[config.mk]
export PLATFORM = sky130hd
export DESIGN_NAME = raster_badline_sequencer_unit
export DESIGN_NICKNAME = d
export VERILOG_FILES = /design/src/sv/rbs_pkg.sv /design/src/sv/rbs_seq.sv /design/src/sv/raster_badline_sequencer_unit.sv
export VERILOG_INCLUDE_DIRS = /design/src /design/src/sv
export SDC_FILE = /design/constraint.sdc
export NUM_CORES = 1
export LEC_CHECK = 0
export BUFFER_PORTS_ARGS = -buffer_cell sky130_fd_sc_hd__buf_2
export CORE_UTILIZATION = 49
export DETAILED_ROUTE_END_ITERATION = 12
export PLACE_DENSITY = 0.72
export SYNTH_ARGS = -nofsm -noshare
export SYNTH_HDL_FRONTEND = slang
export SYNTH_SLANG_ARGS = --single-unit
[constraint.sdc]
create_clock -name clk -period 10.3 [get_ports clk]
set_clock_uncertainty 0.15 [all_clocks]
set_input_delay 0.515 -clock clk [delete_from_list [all_inputs] [get_ports clk]]
set_output_delay 0.515 -clock clk [all_outputs]
set_load 0.1 [all_outputs]
[src/sv/raster_badline_sequencer_unit_defines.svh]
// Assertion macros shared by the raster bad-line sequencer RTL.
// Expects a clock named clk and an active-low reset named rst_n in scope.
`ifndef RASTER_BADLINE_SEQUENCER_UNIT_DEFINES_SVH
`define RASTER_BADLINE_SEQUENCER_UNIT_DEFINES_SVH

`ifndef SYNTH
// Same-cycle implication, checked at every rising edge outside reset.
`define RBS_ASSERT_SAME(label, ante, cons, msg) \
    label: assert property (@(posedge clk) disable iff (!rst_n) (ante) |-> (cons)) \
        else $error(msg);
// Next-cycle implication, checked at every rising edge outside reset.
`define RBS_ASSERT_NEXT(label, ante, cons, msg) \
    label: assert property (@(posedge clk) disable iff (!rst_n) (ante) |=> (cons)) \
        else $error(msg);
`else
`define RBS_ASSERT_SAME(label, ante, cons, msg)
`define RBS_ASSERT_NEXT(label, ante, cons, msg)
`endif

`endif

[src/sv/rbs_pkg.sv]
// Types and constants of the raster bad-line sequencer.
// Used by rbs_seq and raster_badline_sequencer_unit; depends on nothing.
package rbs_pkg;

    // Configuration register indexes.
    localparam logic [2:0] CFG_CYCLES_PER_LINE  = 3'd0;
    localparam logic [2:0] CFG_LINES_PER_FRAME  = 3'd1;
    localparam logic [2:0] CFG_IRQ_COMPARE_LINE = 3'd2;
    localparam logic [2:0] CFG_FINE_Y_SCROLL    = 3'd3;
    localparam logic [2:0] CFG_DISPLAY_ENABLE   = 3'd4;
    localparam logic [2:0] CFG_LIGHTPEN_PHI1    = 3'd5;
    localparam logic [2:0] CFG_LIGHTPEN_DELAY   = 3'd6;

    // Raster line and cycle landmarks.
    localparam logic [8:0] BADLINE_START = 9'h030;
    localparam logic [8:0] BADLINE_END   = 9'h0f7;
    localparam logic [6:0] FETCH_OPEN    = 7'd11;
    localparam logic [6:0] ROW_CLEAR     = 7'd13;
    localparam logic [6:0] FETCH_CLOSE   = 7'd54;
    localparam logic [6:0] ROW_STEP      = 7'd57;

    typedef struct packed {
        logic       pen_strobe;
        logic [8:0] pen_xpos;
    } item_t;

    typedef struct packed {
        logic [6:0] cycle_index;
        logic [8:0] raster_line;
        logic       bad_line;
        logic       char_fetch_request;
        logic [2:0] row_count;
        logic       display_state;
        logic       raster_irq;
        logic       pen_irq;
        logic [7:0] pen_x;
        logic [7:0] pen_y;
    } result_t;

    typedef struct packed {
        logic [6:0] cycles_per_line;
        logic [8:0] lines_per_frame;
        logic [8:0] irq_compare_line;
        logic [2:0] fine_y_scroll;
        logic       display_enable;
        logic       lightpen_phi1;
        logic [3:0] lightpen_delay;
    } cfg_t;

endpackage

[src/sv/rbs_seq.sv]
// Raster sequencer state and its one-tick update.
// Depends on rbs_pkg for the item, result and configuration types.
module rbs_seq
    import rbs_pkg::*;
(
    input  logic    clk,
    input  logic    rst_n,
    input  logic    step_en,
    input  item_t   item,
    input  cfg_t    cfg,
    output result_t result
);

    logic [6:0] cycle_reg, cycle_next;
    logic [8:0] line_reg, line_next;
    logic       wrap_reg, wrap_next;
    logic       window_reg, window_next;
    logic       flag_reg, flag_next;
    logic [2:0] row_reg, row_next;
    logic       idle_reg, idle_next;
    logic       fetch_reg, fetch_next;
    logic       matched_reg, matched_next;
    logic       latched_reg, latched_next;
    logic       pen_def_reg, pen_def_next;
    logic [7:0] pen_x_reg, pen_x_next;
    logic [7:0] pen_y_reg, pen_y_next;
    logic       raster_irq;
    logic       pen_irq;

    always_comb
    begin
        cycle_next   = cycle_reg;
        line_next    = line_reg;
        wrap_next    = wrap_reg;
        window_next  = window_reg;
        flag_next    = flag_reg;
        row_next     = row_reg;
        idle_next    = idle_reg;
        fetch_next   = fetch_reg;
        matched_next = matched_reg;
        latched_next = latched_reg;
        pen_x_next   = pen_x_reg;
        pen_y_next   = pen_y_reg;
        pen_irq      = pen_def_reg;
        pen_def_next = 1'b0;
        raster_irq   = 1'b0;

        // The frame wrap deferred from the previous tick lands first.
        if (wrap_reg)
        begin
            line_next    = '0;
            wrap_next    = 1'b0;
            latched_next = 1'b0;
            window_next  = 1'b0;
        end

        cycle_next = cycle_reg + 7'd1;
        if (cycle_next == cfg.cycles_per_line)
        begin
            cycle_next = '0;
            if (line_next == BADLINE_END)
                window_next = 1'b0;
            line_next = line_next + 9'd1;
            if (line_next == cfg.lines_per_frame)
            begin
                line_next = line_next - 9'd1;
                wrap_next = 1'b1;
            end
            else if (!window_next && line_next == BADLINE_START && cfg.display_enable)
            begin
                window_next = 1'b1;
            end
            flag_next = window_next && (cfg.fine_y_scroll == line_next[2:0]);
            if (flag_next)
                idle_next = 1'b0;
        end
        else if (cycle_next == FETCH_OPEN)
        begin
            fetch_next = 1'b1;
        end
        else if (cycle_next == ROW_CLEAR)
        begin
            if (flag_reg)
                row_next = '0;
        end
        else if (cycle_next == FETCH_CLOSE)
        begin
            fetch_next = 1'b0;
        end
        else if (cycle_next == ROW_STEP)
        begin
            if (row_reg == 3'd7)
                idle_next = 1'b1;
            if (!idle_next || flag_reg)
            begin
                row_next  = row_reg + 3'd1;
                idle_next = 1'b0;
            end
        end

        if (line_next == cfg.irq_compare_line)
        begin
            if (!matched_reg)
            begin
                raster_irq   = 1'b1;
                matched_next = 1'b1;
            end
        end
        else
        begin
            matched_next = 1'b0;
        end

        // The pen latches once per frame; a strobe on the last line only
        // uses up that chance.
        if (item.pen_strobe && !latched_next)
        begin
            latched_next = 1'b1;
            if (line_next != cfg.lines_per_frame - 9'd1)
            begin
                pen_x_next = item.pen_xpos[8:1] + {4'd0, cfg.lightpen_delay};
                if (!cfg.lightpen_phi1 && cycle_next == cfg.cycles_per_line - 7'd1)
                    pen_y_next = line_next[7:0] + 8'd1;
                else
                    pen_y_next = line_next[7:0];
                if (cfg.lightpen_phi1)
                    pen_irq = 1'b1;
                else
                    pen_def_next = 1'b1;
            end
        end
    end

    always_ff @(posedge clk or negedge rst_n)
    begin
        if (!rst_n)
        begin
            cycle_reg   <= '0;
            line_reg    <= '0;
            wrap_reg    <= 1'b0;
            window_reg  <= 1'b0;
            flag_reg    <= 1'b0;
            row_reg     <= '0;
            idle_reg    <= 1'b0;
            fetch_reg   <= 1'b0;
            matched_reg <= 1'b0;
            latched_reg <= 1'b0;
            pen_def_reg <= 1'b0;
            pen_x_reg   <= '0;
            pen_y_reg   <= '0;
        end
        else if (step_en)
        begin
            cycle_reg   <= cycle_next;
            line_reg    <= line_next;
            wrap_reg    <= wrap_next;
            window_reg  <= window_next;
            flag_reg    <= flag_next;
            row_reg     <= row_next;
            idle_reg    <= idle_next;
            fetch_reg   <= fetch_next;
            matched_reg <= matched_next;
            latched_reg <= latched_next;
            pen_def_reg <= pen_def_next;
            pen_x_reg   <= pen_x_next;
            pen_y_reg   <= pen_y_next;
        end
    end

    always_comb
    begin
        result.cycle_index        = cycle_next;
        result.raster_line        = line_next;
        result.bad_line           = flag_next;
        result.char_fetch_request = flag_next && fetch_next;
        result.row_count          = row_next;
        result.display_state      = !idle_next;
        result.raster_irq         = raster_irq;
        result.pen_irq            = pen_irq;
        result.pen_x              = pen_x_next;
        result.pen_y              = pen_y_next;
    end

endmodule

[src/sv/raster_badline_sequencer_unit.sv]
// Raster bad-line sequencer: one video-chip tick per request, one result per tick.
// A request waits in the input register until it steps into the result register.
// Throughput: one request per cycle when not stalled; the input register and the
// result register let a new request in while a finished result waits downstream.
// Reset (rst_n, asynchronous, active low) clears all sequencer state, empties both
// stages and loads the configuration defaults. Depends on rbs_pkg and rbs_seq.
`include "raster_badline_sequencer_unit_defines.svh"

module raster_badline_sequencer_unit
    import rbs_pkg::*;
(
    input  logic       clk,
    input  logic       rst_n,
    input  logic       item_valid,
    output logic       item_stall,
    input  item_t      item,
    output logic       result_valid,
    input  logic       result_stall,
    output result_t    result,
    input  logic       cfg_valid,
    output logic       cfg_ready,
    input  logic [2:0] cfg_index,
    input  logic [8:0] cfg_data
);

    // Configuration registers. Writes must happen only while the block is idle;
    // the block does not enforce it. Each is taken at once, never back-pressured.
    cfg_t    cfg_reg;

    // Input stage: holds one accepted request until the sequencer step.
    logic    in_full_reg;
    item_t   item_reg;

    // Result stage.
    logic    out_full_reg;
    result_t result_reg;

    logic    advance;
    result_t step_result;

    assign cfg_ready = 1'b1;

    // The sequencer steps when the input stage holds a request and the
    // result register is free or being emptied in this cycle.
    assign advance    = in_full_reg && (!out_full_reg || !result_stall);
    assign item_stall = in_full_reg && !advance;

    always_ff @(posedge clk or negedge rst_n)
    begin
        if (!rst_n)
        begin
            cfg_reg.cycles_per_line  <= 7'd63;
            cfg_reg.lines_per_frame  <= 9'd312;
            cfg_reg.irq_compare_line <= 9'd0;
            cfg_reg.fine_y_scroll    <= 3'd0;
            cfg_reg.display_enable   <= 1'b0;
            cfg_reg.lightpen_phi1    <= 1'b0;
            cfg_reg.lightpen_delay   <= 4'd0;
        end
        else if (cfg_valid && cfg_ready)
        begin
            case (cfg_index)
                CFG_CYCLES_PER_LINE:  cfg_reg.cycles_per_line  <= cfg_data[6:0];
                CFG_LINES_PER_FRAME:  cfg_reg.lines_per_frame  <= cfg_data[8:0];
                CFG_IRQ_COMPARE_LINE: cfg_reg.irq_compare_line <= cfg_data[8:0];
                CFG_FINE_Y_SCROLL:    cfg_reg.fine_y_scroll    <= cfg_data[2:0];
                CFG_DISPLAY_ENABLE:   cfg_reg.display_enable   <= cfg_data[0];
                CFG_LIGHTPEN_PHI1:    cfg_reg.lightpen_phi1    <= cfg_data[0];
                CFG_LIGHTPEN_DELAY:   cfg_reg.lightpen_delay   <= cfg_data[3:0];
                default:              cfg_reg <= cfg_reg;
            endcase
        end
    end

    // Handshake control of both stages.
    always_ff @(posedge clk or negedge rst_n)
    begin
        if (!rst_n)
        begin
            in_full_reg  <= 1'b0;
            out_full_reg <= 1'b0;
        end
        else
        begin
            if (item_valid && !item_stall)
                in_full_reg <= 1'b1;
            else if (advance)
                in_full_reg <= 1'b0;

            if (advance)
                out_full_reg <= 1'b1;
            else if (!result_stall)
                out_full_reg <= 1'b0;
        end
    end

    // Payload registers carry no reset.
    always_ff @(posedge clk)
    begin
        if (item_valid && !item_stall)
            item_reg <= item;
        if (advance)
            result_reg <= step_result;
    end

    rbs_seq u_seq (
        .clk     (clk),
        .rst_n   (rst_n),
        .step_en (advance),
        .item    (item_reg),
        .cfg     (cfg_reg),
        .result  (step_result)
    );

    assign result_valid = out_full_reg;
    assign result       = result_reg;

    `RBS_ASSERT_SAME(a_stall_needs_full, item_stall, in_full_reg, "stall while empty")
    `RBS_ASSERT_NEXT(a_step_fills_output, in_full_reg && !out_full_reg, result_valid, "step missed")
    `RBS_ASSERT_SAME(a_fetch_on_badline, result_valid && result.char_fetch_request, result.bad_line, "fetch off bad line")
    `RBS_ASSERT_SAME(a_badline_display, result_valid && result.bad_line, result.display_state, "bad line idle")

endmodule

==> results.md <==
- Number of max-cap violations: 0
- Final Hold Viols: 0
- Syn Std Cell Area: roughly 7800 sq um
- DRT iter0 DRCs: 441
- Die area: about 16000 sq um
- First-pass GRT wire length: 30.0 mm
- H-tree levels: 4
- Ys async rst share: 0.617
- Finished Cell Area: 8820 sq um
- Avg WL per Cell: 18.7 microns
- Port bufs: 67
- Clk sinks: 128
- Slowest cell on crit path: or4_1
- ANT nets after route: 0
- Post-synth top cells: dfrtp_1 (69), nand2_1 (65), edfxtp_1 (49)
- Synth warnings: 0
- Synth top area share: 0.222
- Tmin final: 6.52 ns
- Crit path DAT: 6.55 ns
- Final setup viols: 0
- Non-Filler Instances: 996
- Total grt overflow: 0
- Setup TNS: 0 ns
- Power per cell area: 234 nW/um^2
- Syn-to-layout area delta: 13.6%
- Largest stage delay, worst path: 0.87 ns
- Row cnt: 45
- Die Y: 128 microns
- Via density: 5.84
- # hold bufs at CTS: 1
- Synth Register Bits: 128
- Final-stage net count: between 800 and 900
- Status: complete, no violations
- RSZ-0062 raised after global routing: no
- Post-CTS Setup Bufs: 0
- Most frequent cell after synthesis: dfrtp_1
- Sequential share of the synthesized area: 0.446
- Core area: 15300 sq um
- Drt drc: 0
- Area after DPL: roughly 8200 sq um
- Worst skew pair latency: 0.43 ns
- Worst Hold Class: in2reg
- I/O Pins: 70
- Post-Route WL: 18.7 mm
- Max FFs per register: 40
- Clk slew on worst S/H paths: ~0.06 ns
- Post-synth top area cell: dfrtp_1
- Leak Pwr: 3.79 nW
- EDFF count, synth: 49
- Slew @ Worst Pin: around 0.97 ns
- TritonCTS Buffers: 17
- VDD IR max: 122 uV
- DR vias: 5815
- Critical path cell sequence: inv_2, nand2_1, inv_2, ha_1, and3_2, mux2i_2, xnor2_1, nand2_1, or4_1, o211a_1, or4_1, o2111ai_1, o21ai_2, a21oi_4, mux2_2
- Worst endpoint required time: just over 10 ns
- DRT Pass-1 Iters: 6
- Routability congestion estimate: 0.930
- Post-synthesis cell type count: 84
- Total GRT Usage: 0.241
- Die Width: roughly 130 microns
- Diodes inserted: 0
- TritonCTS clock tree: built
- Synth area leaders: dfrtp_1 (22%), edfxtp_1 (19%), mux2_2 (6.2%)
- Initial antenna violation count: 0
- Startpoint Class: flop
- Max frequency: about 150 MHz
- CP max FO: 21
- Pin count of the biggest net entering global routing: 64
- CTS resizes: 0
- Root Buffer: clkbuf_16
- Fin crit share: 0.633
- Placed cells: 963
- Slew Viols, Final: 0
- Share of layout cells above drive strength 1: 0.259
- Ys flop type: dfrtp_1
- Vias in the first global route: 5809
- Initial Util: 0.507
- Hpwl dp: 13.2 mm
- Worst Setup End Kind: flop
- Syn nets: between 700 and 800
- Post-Syn Area per Cell: 10.9 sq um
- Post-Syn Instances: 715
- Kind of critical path: reg2reg
- Max clock buf depth: 2
- Max-slew headroom: 0.345
power by group:
group,internal [mW],switching [mW],leakage [nW],total (mW)
Sequential,0.640,0.0909,1.47,0.731
Clock,0.368,0.244,0.295,0.613
Combinational,0.253,0.468,2.02,0.721
worst paths after layout:
path	startpoint	to	slack, ns	cells past startpoint
max	u_seq.wrap_reg	result[8]	3.78	15
min	item[8]	item_reg[8]	0.11	1
max reg2reg	u_seq.wrap_reg	result[8]	3.78	15
min reg2reg	cfg_reg[4]	u_seq.pen_def_reg	0.31	1
max in group asynchronous	rst_n	cfg_reg[24]	8.57	3
min in group asynchronous	rst_n	u_seq.line_reg[1]	0.35	2
area by class of cell:
class / count / area, sq um
Tap cell: 211 / 264
Multi-Input combinational cell: 518 / 3980
Clock inverter: 13 / 151
Inverter: 32 / 120
Clock buffer: 19 / 443
Timing Repair Buffer: 75 / 400
Fill cell: 1330 / 6500
Sequential cell: 128 / 3460
through the flow:
stage | power [mW] | worst slack, ns | util | hold WS [ns]
2_1_floorplan | 1.29 | 5.49 | - | 0.0694
3_3_place_gp | 1.42 | 4.05 | 0.536 | 0.258
3_5_place_dp | 1.45 | 3.92 | 0.536 | 0.258
4_1_cts | 2.06 | 3.87 | 0.576 | 0.101
5_1_grt | 2.16 | 3.58 | 0.576 | 0.0874
6_report | 2.06 | 3.78 | 0.576 | 0.107
critical path, delay by kind of cell (launching register included):
kind                       cells  cell delay [ns]
DFF                            1             0.65
AOI/OAI and AO/OA              4             1.42
and+or+nand+nor                5             2.03
adders and majority gates      1             0.48
buffers and inverters          2             0.55
xor gates and xnor gates       1             0.16
muxes                          2             0.80
cells in the final DEF (no fill, tap or decap), types with 18 or more instances in the layout:
cell / netlist / routed
edfxtp_1: 49 / 49
nand2_1: 65 / 65
nor2_1: 28 / 28
o21ai_0: 43 / 43
buf_2: 8 / 66
inv_1: 29 / 29
dfrtp_1: 69 / 69
nor3_1: 23 / 23
a21oi_1: 18 / 18
xnor2_1: 40 / 40
mux2_2: 43 / 43
nand3_1: 30 / 30
logic make-up after synthesis:
kind of cell / count (synthesis) / synth area share
compound gates: 119 / 0.104
fa+ha+maj: 16 / 0.0268
simple gates: 240 / 0.164
other cells: 1 / 0.000483
buf+inv: 69 / 0.0414
mux: 71 / 0.112
xor+xnor: 71 / 0.105
flops: 128 / 0.446
per-layer routing:
layer | global-route usage | part of all wire
met1 | 0.307 | 0.43
met2 | 0.402 | 0.49
met3 | 0.0501 | 0.061
met4 | 0.0920 | 0.018
met5 | 0 | 0
Note: power is estimated with default switching activity, not from simulation.
